File: config.mk
export PLATFORM = sky130hd
export DESIGN_NAME = button_debounce_fsm_top
export DESIGN_NICKNAME = d
export VERILOG_FILES = /design/src/rtl/bdf_pkg.sv /design/src/rtl/button_debounce_fsm_top.sv /design/src/rtl/bdf_fsm.sv
export VERILOG_INCLUDE_DIRS = /design/src /design/src/rtl
export SDC_FILE = /design/constraint.sdc
export NUM_CORES = 1
export LEC_CHECK = 0
export ABC_CLOCK_PERIOD_IN_PS = 9200
export BUFFER_PORTS_ARGS = -buffer_cell sky130_fd_sc_hd__buf_4
export CORE_MARGIN = 8
export CORE_UTILIZATION = 45
export CTS_CLUSTER_SIZE = 30
export DETAILED_ROUTE_END_ITERATION = 7
export PLACE_DENSITY = 0.66
export SKIP_CTS_REPAIR_TIMING = 1
export SYNTH_ARGS = -nofsm -noshare
export SYNTH_HDL_FRONTEND = slang
export SYNTH_SLANG_ARGS = --single-unit
File: constraint.sdc
create_clock -name clk -period 9.2 [get_ports clk]
set_input_delay 0.46 -clock clk [delete_from_list [all_inputs] [get_ports clk]]
set_output_delay 0.46 -clock clk [all_outputs]
set_load 0.02 [all_outputs]
File: src/rtl/assert_macros.svh
// Assertion macros used by the debounce state machine RTL
`ifndef ASSERT_MACROS_SVH
`define ASSERT_MACROS_SVH
`ifndef ASSERT_OFF
`define ASSERT_PROP(label, clk, rst_n, prop, msg) \
    label: assert property (@(posedge clk) disable iff (!rst_n) prop) else $error(msg);
`define ASSERT_NEVER(label, clk, rst_n, cond, msg) \
    label: assert property (@(posedge clk) disable iff (!rst_n) !(cond)) else $error(msg);
`else
`define ASSERT_PROP(label, clk, rst_n, prop, msg)
`define ASSERT_NEVER(label, clk, rst_n, cond, msg)
`endif
`endif

File: src/rtl/bdf_pkg.sv
// Types and constants of the button debounce state machine
`default_nettype none

package bdf_pkg;

    localparam int TIME_W = 32;
    localparam int DBT_W  = 16;

    localparam logic [DBT_W-1:0] DEBOUNCE_RESET = 16'd50;

    typedef enum logic [1:0] {
        PH_IDLE     = 2'd0,
        PH_PRESS_DB = 2'd1,
        PH_PRESSED  = 2'd2,
        PH_REL_DB   = 2'd3
    } phase_t;

    typedef struct packed {
        logic              button_level;
        logic [TIME_W-1:0] now_ms;
    } in_word_t;

    typedef struct packed {
        logic [1:0]        fsm_state;
        logic              press_event;
        logic              release_event;
        logic              led_on;
        logic [TIME_W-1:0] presses_total;
        logic [TIME_W-1:0] hold_duration_ms;
    } out_word_t;

endpackage

`default_nettype wire

File: src/rtl/button_debounce_fsm_top.sv
// Top level of the button debounce state machine
// Takes one button sample word per clock while in_stall is low, with no gap needed between
// words, and returns one result word per sample. The sample is held in an input register.
// The state machine (a 32-bit timestamp subtract, a compare with the debounce time and the
// phase update) works on it combinationally, and its result is loaded into the result
// register when that is free; the result register drives out_valid and the result word.
// While out_stall holds a result word, the input register holds too. Once that register
// already has a sample waiting, in_stall rises in the same cycle, so at most two words are
// in flight. The debounce time register resets to 50 ms and may be written whenever no
// sample is in flight.
`default_nettype none

module button_debounce_fsm_top (
    input  wire logic                        clk,
    input  wire logic                        rst_n,
    input  wire logic                        in_valid,
    output      logic                        in_stall,
    input  wire bdf_pkg::in_word_t           in_data,
    output      logic                        out_valid,
    input  wire logic                        out_stall,
    output      bdf_pkg::out_word_t          out_data,
    input  wire logic                        cfg_valid,
    output      logic                        cfg_ready,
    input  wire logic [bdf_pkg::DBT_W-1:0]   cfg_data
);

    logic                          in_vld_reg;
    bdf_pkg::in_word_t             in_word_reg;
    logic                          out_vld_reg;
    bdf_pkg::out_word_t            out_word_reg;
    logic [bdf_pkg::DBT_W-1:0]     dbt_reg;
    logic                          out_free;
    logic                          advance;
    bdf_pkg::out_word_t            fsm_result;

    assign out_free  = !out_vld_reg || !out_stall;
    assign advance   = in_vld_reg && out_free;
    assign in_stall  = in_vld_reg && !out_free;
    assign cfg_ready = 1'b1;
    assign out_valid = out_vld_reg;
    assign out_data  = out_word_reg;

    bdf_fsm u_fsm (
        .clk           (clk),
        .rst_n         (rst_n),
        .advance       (advance),
        .word          (in_word_reg),
        .debounce_time (dbt_reg),
        .result        (fsm_result)
    );

    always_ff @(posedge clk or negedge rst_n)
    begin
        if (!rst_n)
        begin
            in_vld_reg  <= 1'b0;
            out_vld_reg <= 1'b0;
            dbt_reg     <= bdf_pkg::DEBOUNCE_RESET;
        end
        else
        begin
            if (!in_stall)
                in_vld_reg <= in_valid;
            if (out_free)
                out_vld_reg <= in_vld_reg;
            if (cfg_valid && cfg_ready)
                dbt_reg <= cfg_data;
        end
    end

    always_ff @(posedge clk)
    begin
        if (!in_stall && in_valid)
            in_word_reg <= in_data;
        if (advance)
            out_word_reg <= fsm_result;
    end

endmodule

`default_nettype wire

File: src/rtl/bdf_fsm.sv
// Debounce state machine: phase, timestamps, press count and LED flag
`default_nettype none
`include "assert_macros.svh"

module bdf_fsm (
    input  wire logic                        clk,
    input  wire logic                        rst_n,
    input  wire logic                        advance,
    input  wire bdf_pkg::in_word_t           word,
    input  wire logic [bdf_pkg::DBT_W-1:0]   debounce_time,
    output bdf_pkg::out_word_t               result
);

    bdf_pkg::phase_t                 phase_reg, phase_next;
    logic                            prev_level_reg;
    logic [bdf_pkg::TIME_W-1:0]      db_start_reg, db_start_next;
    logic [bdf_pkg::TIME_W-1:0]      press_start_reg, press_start_next;
    logic [bdf_pkg::TIME_W-1:0]      counter_reg, counter_next;
    logic                            led_reg, led_next;

    logic [bdf_pkg::TIME_W-1:0]      elapsed_ms;
    logic                            elapsed;
    logic                            level;

    assign level      = word.button_level;
    assign elapsed_ms = word.now_ms - db_start_reg;
    assign elapsed    = elapsed_ms >= {{(bdf_pkg::TIME_W-bdf_pkg::DBT_W){1'b0}}, debounce_time};

    // next state
    always_comb
    begin
        phase_next = phase_reg;
        case (phase_reg)
            bdf_pkg::PH_IDLE:
            begin
                if (!level && prev_level_reg)
                    phase_next = bdf_pkg::PH_PRESS_DB;
            end
            bdf_pkg::PH_PRESS_DB:
            begin
                if (elapsed)
                    phase_next = level ? bdf_pkg::PH_IDLE : bdf_pkg::PH_PRESSED;
            end
            bdf_pkg::PH_PRESSED:
            begin
                if (level)
                    phase_next = bdf_pkg::PH_REL_DB;
            end
            bdf_pkg::PH_REL_DB:
            begin
                if (elapsed)
                    phase_next = level ? bdf_pkg::PH_IDLE : bdf_pkg::PH_PRESSED;
            end
            default:
            begin
                phase_next = bdf_pkg::PH_IDLE;
            end
        endcase
    end

    // outputs and datapath updates
    always_comb
    begin
        db_start_next           = db_start_reg;
        press_start_next        = press_start_reg;
        counter_next            = counter_reg;
        led_next                = led_reg;
        result.press_event      = 1'b0;
        result.release_event    = 1'b0;
        result.hold_duration_ms = '0;
        case (phase_reg)
            bdf_pkg::PH_IDLE:
            begin
                if (!level && prev_level_reg)
                    db_start_next = word.now_ms;
            end
            bdf_pkg::PH_PRESS_DB:
            begin
                if (elapsed && !level)
                begin
                    press_start_next   = word.now_ms;
                    counter_next       = counter_reg + 1'b1;
                    led_next           = !led_reg;
                    result.press_event = 1'b1;
                end
            end
            bdf_pkg::PH_PRESSED:
            begin
                if (level)
                    db_start_next = word.now_ms;
            end
            bdf_pkg::PH_REL_DB:
            begin
                if (elapsed && level)
                begin
                    result.release_event    = 1'b1;
                    result.hold_duration_ms = word.now_ms - press_start_reg;
                end
            end
            default:
            begin
                result.press_event = 1'b0;
            end
        endcase
        result.fsm_state     = phase_next;
        result.led_on        = led_next;
        result.presses_total = counter_next;
    end

    always_ff @(posedge clk or negedge rst_n)
    begin
        if (!rst_n)
        begin
            phase_reg       <= bdf_pkg::PH_IDLE;
            prev_level_reg  <= 1'b1;
            db_start_reg    <= '0;
            press_start_reg <= '0;
            counter_reg     <= '0;
            led_reg         <= 1'b0;
        end
        else if (advance)
        begin
            phase_reg       <= phase_next;
            prev_level_reg  <= level;
            db_start_reg    <= db_start_next;
            press_start_reg <= press_start_next;
            counter_reg     <= counter_next;
            led_reg         <= led_next;
        end
    end

    `ASSERT_NEVER(a_events_exclusive, clk, rst_n, result.press_event && result.release_event, "press and release on one word")
    `ASSERT_PROP(a_count_step, clk, rst_n, advance && result.press_event |=> counter_reg == $past(counter_reg) + 1'b1, "press count did not advance")
    `ASSERT_PROP(a_led_follows_press, clk, rst_n, advance && !result.press_event |=> $stable(led_reg) && $stable(counter_reg), "LED or count moved without a press")
    `ASSERT_PROP(a_hold_when_idle, clk, rst_n, !advance |=> $stable(phase_reg) && $stable(db_start_reg), "state moved without a word")

endmodule

`default_nettype wire
==> results of run 1 <==
-- path summary, 6_finish.rpt --
check / depth (start not counted) / to / slack, ps / start
setup reg to reg: 21 / out_data[4]$_SDFFCE_PN0P_ / 2890 / in_word_reg[1]$_DFFE_PP_
max in group asynchronous: 3 / u_fsm.press_start_reg[29]$_DFFE_PN0P_ / 7690 / rst_n
setup / recovery: 21 / out_data[4]$_SDFFCE_PN0P_ / 2890 / in_word_reg[1]$_DFFE_PP_
hold / removal: 1 / in_word_reg[22]$_DFFE_PP_ / 110 / in_data[22]
min in group asynchronous: 2 / u_fsm.press_start_reg[7]$_DFFE_PN0P_ / 480 / rst_n
hold reg to reg: 2 / u_fsm.prev_level_reg$_DFFE_PN1P_ / 460 / u_fsm.prev_level_reg$_DFFE_PN1P_
-- power by group --
part	switching, mW	total (mW)	internal [mW]
registers	0.0992	1.34	1.24
clock network	0.382	0.907	0.526
logic	1.20	2.08	0.879
-- critical path, stage by stage (launching register included) --
cell       delay [ps]
edfxtp_1          450
ha_1              320
nor2b_1           140
o31a_1            290
o311ai_1          420
nand2_1           130
nor2_1            190
a21oi_1           110
xnor2_1           180
ha_1              270
and4_1            200
and4_1            200
a221o_1           290
a2111oi_0         550
nand4_1           170
nor4_1            360
nand4b_1          210
nor4bb_4          280
buf_4             580
nand4b_1          200
buf_4             330
nor3_1            110
-- metal layers --
layer | global-route usage | wire [um] | vias to the layer above
met3 | 0.0256 | 1520 | 49
met4 | 0.0603 | 908 | 0
met1 | 0.230 | 13400 | 4534
li1 | - | - | 4789
met2 | 0.277 | 13300 | 254
met5 | 0 | 0 | -
-- synthesized netlist by cell type (all sizes together), types with 3 or more instances --
cell type	instances	area share
ha	79	0.077
o2111ai	3	0.0021
a31oi	6	0.0041
xnor2	25	0.017
o21bai	6	0.0035
nor3	65	0.025
a2111oi	8	0.0055
dfrtp	114	0.22
or2	5	0.0024
or3	7	0.0034
nor3b	5	0.0029
nand3	37	0.014
edfxtp	102	0.24
o211ai	8	0.0047
nor2b	12	0.0059
nor4b	3	0.0021
mux2i	8	0.0063
a21oi	65	0.025
nor2	79	0.023
mux2	37	0.033
inv	102	0.030
nand4	16	0.0078
and4	8	0.0055
and2	6	0.0029
o21ai	80	0.032
nand2b	20	0.0098
and3	8	0.0039
or4	5	0.0029
clkbuf	31	0.0091
dfstp	4	0.0082
buf	23	0.010
o21a	17	0.010
nand4b	3	0.0021
nand3b	3	0.0018
a21o	21	0.012
o31ai	8	0.0047
a211oi	5	0.0029
nor4	23	0.012
nand2	112	0.033
xor2	75	0.051
a22oi	3	0.0018
o31a	3	0.0021
-- layout make-up --
type                       instances  share of cell area
inverter                         102              0.0259
sequential                       220               0.407
timing repair buffer             134              0.0682
clock inverter                    11             0.00609
multi-input combinational        903               0.416
tap                              378              0.0320
clock buffer                      33              0.0443
-- cells by family (layout without fill, tap and decap cells) --
kind of cell,count (synthesis),in the layout,synth area share
AND/OR/NAND/NOR,419,419,0.163
buffers and inverters,156,280,0.0493
AO/OA/AOI/OAI,257,257,0.128
multiplexers,45,45,0.0389
flip-flops,220,220,0.471
adder cells (fa/ha/maj),81,81,0.0805
XOR/XNOR,100,100,0.0685
other,1,1,0.000293
==> summary.txt, run 1 <==
Layout
  – Most frequent cells in the layout: buf_4, dfrtp_1, nand2_1, edfxtp_1, inv_1
  – Layout cells sized above 1: 0.160
  – # nets final: 1520
  – Syn-to-layout area delta: 15.6%
  – Final antenna diode count: 0
  – Final Core Density: 0.531
  – Commonest non-fill, non-tap cell in the layout: buf_4
  – Filler cells: 2465
  – Multi-input logic area: 6150 um2
  – Register area: 6020 um2
  – Fin cells: 1781
  – Design Area, Final: 14800 um2
  – Largest register FFs: 69

Setup path
  – Arrival time at the worst endpoint: 6570 ps
  – Endpoint class of the critical path: register
  – Critical path fanouts, max: 69
  – Kind of critical path: reg -> reg
  – Startpoint type of the worst setup path: register
  – Worst EP required: 9460 ps

Floorplanning
  – Core Area: 27900 um2
  – Chip width: 185 um
  – Initial core utilization: 0.459
  – Placement Rows: 61
  – Die height: 185 um
  – Die ar.: 34100 um2
  – Num ports: 126

Synthesis
  – Synth Flop Type: dfrtp_1
  – Syn Area/Cell: 9.99 um2
  – Asr flop ratio synth: 0.536
  – Register area share after synthesis: 0.471
  – Cells after Synth: 1279
  – Register bit total from synthesis: 220
  – Number of synthesized flops with an enable pin: 102
  – Syn Std Cell Area: 12800 um2
  – Syn Nets: 1414
  – Ys Warns: 0
  – Synth unique cells: 73

CTS
  – CTS clk-pin slew, worst paths: 60 ps
  – Root Driver: clkbuf_16
  – TritonCTS clock tree: built
  – Clock Path Buffers: 3
  – Total clock sinks: 220
  – CTS Buf Count: 24
  – H-tree level count: 1
  – Worst-Skew Late Latency: 530 ps

GRT
  – Vias in the first global route: 9324
  – Largest net degree at the start of global routing: 73
  – Initial antenna violation count: 0
  – Gr ovfl total: 0
  – Global-route wire length before repair: 47800 um
  – Total track usage: 0.171

Placed design
  – Placed Instances: 1736
  – Dpl hpwl: 21900 um
  – Port bufs: 124
  – Cell Area, Placed: 14000 um2
  – Post-place setup slack: 3040 ps
  – Final GP Congestion: 0.900

Drt
  – DR iter-0 viols: 842
  – # DRC: 0
  – Final ANT Viol Nets: 0
  – Detail-routed net length per standard cell: 16.4 um
  – DRT Pass-1 Iters: 5
  – Detailed-route wire length: 29200 um
  – Via Count: 9626
  – Vias per cell: 5.40

STA
  – Clock skew: 16.7 ps
  – Final worst path period share: 0.686
  – Final Hold Fails: 0
  – Setup TNS: 0 ps
  – RSZ-0062 raised after global routing: no
  – Min cycle time layout: 6310 ps
  – Fmax achieved: 0.159 GHz
  – Worst hold slack: 114 ps
  – Slew Viols, Final: 0
  – Worst-Margin Slew: 937 ps
  – Setup ws final: 2890 ps
  – Final Setup Violations: 0
  – Slew headroom: 0.359

Power and ir drop
  – Power Dens Cells: 293 nW/um2
  – Final Power: 4.33 mW
  – Static Leak: 6.64 nW
  – Worst vdd ir: 0.140 mV

Status
  – Status: complete, no violations

Job
  – Max Cap Violations: 0

Min path
  – Worst hold-check path type: in -> reg
(Power assumes the default switching activity.)
==> inputs of run 2 (changes only) <==
--- a/config.mk
+++ b/config.mk
@@ -6,13 +6,13 @@
 export SDC_FILE = /design/constraint.sdc
 export NUM_CORES = 1
 export LEC_CHECK = 0
-export ABC_CLOCK_PERIOD_IN_PS = 9200
+export ABC_CLOCK_PERIOD_IN_PS = 5400
 export BUFFER_PORTS_ARGS = -buffer_cell sky130_fd_sc_hd__buf_4
 export CORE_MARGIN = 8
 export CORE_UTILIZATION = 45
 export CTS_CLUSTER_SIZE = 30
 export DETAILED_ROUTE_END_ITERATION = 7
-export PLACE_DENSITY = 0.66
+export PLACE_DENSITY = 0.69
 export SKIP_CTS_REPAIR_TIMING = 1
 export SYNTH_ARGS = -nofsm -noshare
 export SYNTH_HDL_FRONTEND = slang
==> constraint.sdc (replaced) <==
create_clock -name clk -period 5.4 [get_ports clk]
set_input_delay 0.27 -clock clk [delete_from_list [all_inputs] [get_ports clk]]
set_output_delay 0.27 -clock clk [all_outputs]
set_load 0.02 [all_outputs]
==> run 2 against run 1 <==
Against the previous run:
- the flow now finishes with violations (negative hold slack)
- die area did not move
- maximum frequency rose by 20%
- total power rose by 78%
- flip-flop and latch count did not move
- combinational power rose by 85%
- via count rose by 3.6%
- count of clock-buffer cells in the layout rose by 2
- clock power rose by 73%
- sequential power rose by 71%
- worst setup slack got worse by 2800 ps
- global-route usage fell by 0.46 points
- critical path depth rose by 2
==> summary.txt, run 2 (same netlist as run 1, synthesis figures left out) <==
Status
  – Status: complete, but fails checks
  – Failing checks: negative hold slack

Power and ir drop
  – Net Sw Frac: 0.390
  – Int Power: 4.70 mW
  – Power Dens Cells: 483 nW/um2
  – Logic pwr share: 0.500
  – Clock share of power: 0.203
  – Net Switching: 3.01 mW
  – Final Power: 7.71 mW
  – Sequential Power Share: 0.297
  – Worst vdd ir: 0.243 mV
  – Static Leak: 7.15 nW

STA
  – Slew headroom: 0.297
  – Slew Viols, Final: 0
  – Final Setup Violations: 0
  – Fmax achieved: 0.190 GHz
  – Clock skew: 14.7 ps
  – RSZ-0062 raised after global routing: yes
  – Worst-Margin Slew: 1060 ps
  – Min cycle time layout: 5260 ps
  – Setup ws final: 135 ps
  – Worst hold slack: -55.8 ps
  – Final worst path period share: 0.975
  – Final Hold Fails: 73

Floorplanning
  – Chip width: 185 um
  – Die ar.: 34100 um2
  – Die height: 185 um
  – Core Area: 27900 um2
  – Initial core utilization: 0.459
  – Placement Rows: 61
  – Num ports: 126

Min path
  – Worst hold-check path type: in -> async

GRT
  – Vias in the first global route: 9294
  – Largest net degree at the start of global routing: 77
  – Gr ovfl total: 0
  – Total track usage: 0.166
  – Global-route wire length before repair: 46800 um
  – Initial antenna violation count: 0

Layout
  – Layout cells sized above 1: 0.208
  – Syn-to-layout area delta: 25.0%
  – Most frequent cells in the layout: buf_4, dfrtp_1, nand2_1, edfxtp_1, inv_1
  – Final antenna diode count: 0
  – Commonest non-fill, non-tap cell in the layout: buf_4
  – Multi-input logic area: 6380 um2
  – Largest register FFs: 69
  – Fin cells: 1871
  – Filler cells: 2329
  – Register area: 6020 um2
  – # nets final: 1610

Setup path
  – Slowest CP cell: or4_1
  – Worst EP required: 5790 ps
  – Arrival time at the worst endpoint: 5650 ps
  – Startpoint type of the worst setup path: register
  – Slowest stage delay, CP: 610 ps
  – Crit path from: in_word_reg[1]$_DFFE_PP_
  – Critical-path cell list: ha_1 > nor2b_4 > o31a_1 > buf_4 > o221ai_1 > a21oi_1 > a21oi_1 > xnor2_1 > ha_1 > and4_1 > nand2_1 > or4_1 > o211ai_1 > nor4_1 > nand4_1 > nor4_2 > nand4b_1 > nor4bb_4 > buf_6 > nor4_4 > buf_4 > buf_12 > mux2_2
  – Critical path fanouts, max: 13
  – Kind of critical path: reg -> reg
  – R2R Path Start: in_word_reg[1]$_DFFE_PP_
  – Endpoint class of the critical path: register

CTS
  – Worst-Skew Late Latency: 520 ps
  – CTS Buf Count: 24
  – Root Driver: clkbuf_16
  – Clock Path Buffers: 3
  – H-tree level count: 1
  – CTS clk-pin slew, worst paths: 60 ps
  – TritonCTS clock tree: built
  – Total clock sinks: 220

Drt
  – Final ANT Viol Nets: 0
  – DR iter-0 viols: 625
  – DRT Pass-1 Iters: 7
  – Detailed-route wire length: 30700 um
  – # DRC: 0
  – Via Count: 9968
  – Detail-routed net length per standard cell: 16.4 um
  – Vias per cell: 5.33

Placed design
  – Dpl hpwl: 21700 um
  – Port bufs: 124
  – Final GP Congestion: 0.867
  – Placed Instances: 1762
  – Post-place setup slack: -143 ps

Job
  – Max Cap Violations: 0
-- run 2: cell types whose count changed in the layout (fill, tap and decap cells not counted), sizes merged --
cell	delta
buf	+38
bufinv	-1
clkbuf	+5
clkinv	-1
dlygate4sd3	+49
-- run 2: critical path, delay by kind of cell (launching register included) --
kind / cells / cell delay [ps]
AO/OA/AOI/OAI: 5 / 1150
XOR/XNOR: 1 / 130
adder cells (fa/ha/maj): 2 / 630
buffers and inverters: 4 / 660
flip-flops: 1 / 450
multiplexers: 1 / 340
AND/OR/NAND/NOR: 10 / 1780
-- run 2: power by group through the flow --
stage	logic [mW]	registers, mW	clock network (mW)
2_1_floorplan	2.63	2.33	0
3_3_place_gp	3.51	2.30	0
3_5_place_dp	3.56	2.31	0
4_1_cts	3.59	2.29	1.61
5_1_grt	4.27	2.33	1.68
6_report	3.85	2.29	1.57
-- run 2: worst paths after layout --
path,depth (start not counted),endpoint,slack (ps)
max,23,u_fsm.press_start_reg[14]$_DFFE_PN0P_,140
min,1,dbt_reg[0]$_DFFE_PN0P_,-60
max reg2reg,23,u_fsm.press_start_reg[14]$_DFFE_PN0P_,140
min reg2reg,2,u_fsm.prev_level_reg$_DFFE_PN1P_,460
max in group asynchronous,2,u_fsm.db_start_reg[6]$_DFFE_PN0P_,4270
min in group clk,3,dbt_reg[4]$_DFFE_PN1P_,-10
-- run 2: final cells by class --
type	count	area share
Multi-Input combinational cell	903	0.400
Clock buffer	35	0.0454
Tap cell	378	0.0296
Clock inverter	9	0.00274
Sequential cell	220	0.377
Timing Repair Buffer	224	0.122
Inverter	102	0.0240
-- run 2: stage by stage --
step	hold WS [ps]	cell area, um2	TNS [ps]	utilization
after global routing	19.5	16000	-7430	0.574
after CTS	-95.1	15000	-2740	0.540
after detailed placement	450	14300	-1120	0.512
after global placement	447	14300	-123	0.512
final	-55.8	16000	0	0.574
after floorplan	-25.6	12800	0	-
-- run 2: routing by layer --
metal  GRT usage  vias up  part of all wire
met1       0.219     4737              0.45
li1            -     4951                 -
met4      0.0442        0             0.022
met3      0.0293       42             0.052
met5           0        -                 0
met2       0.278      238              0.48
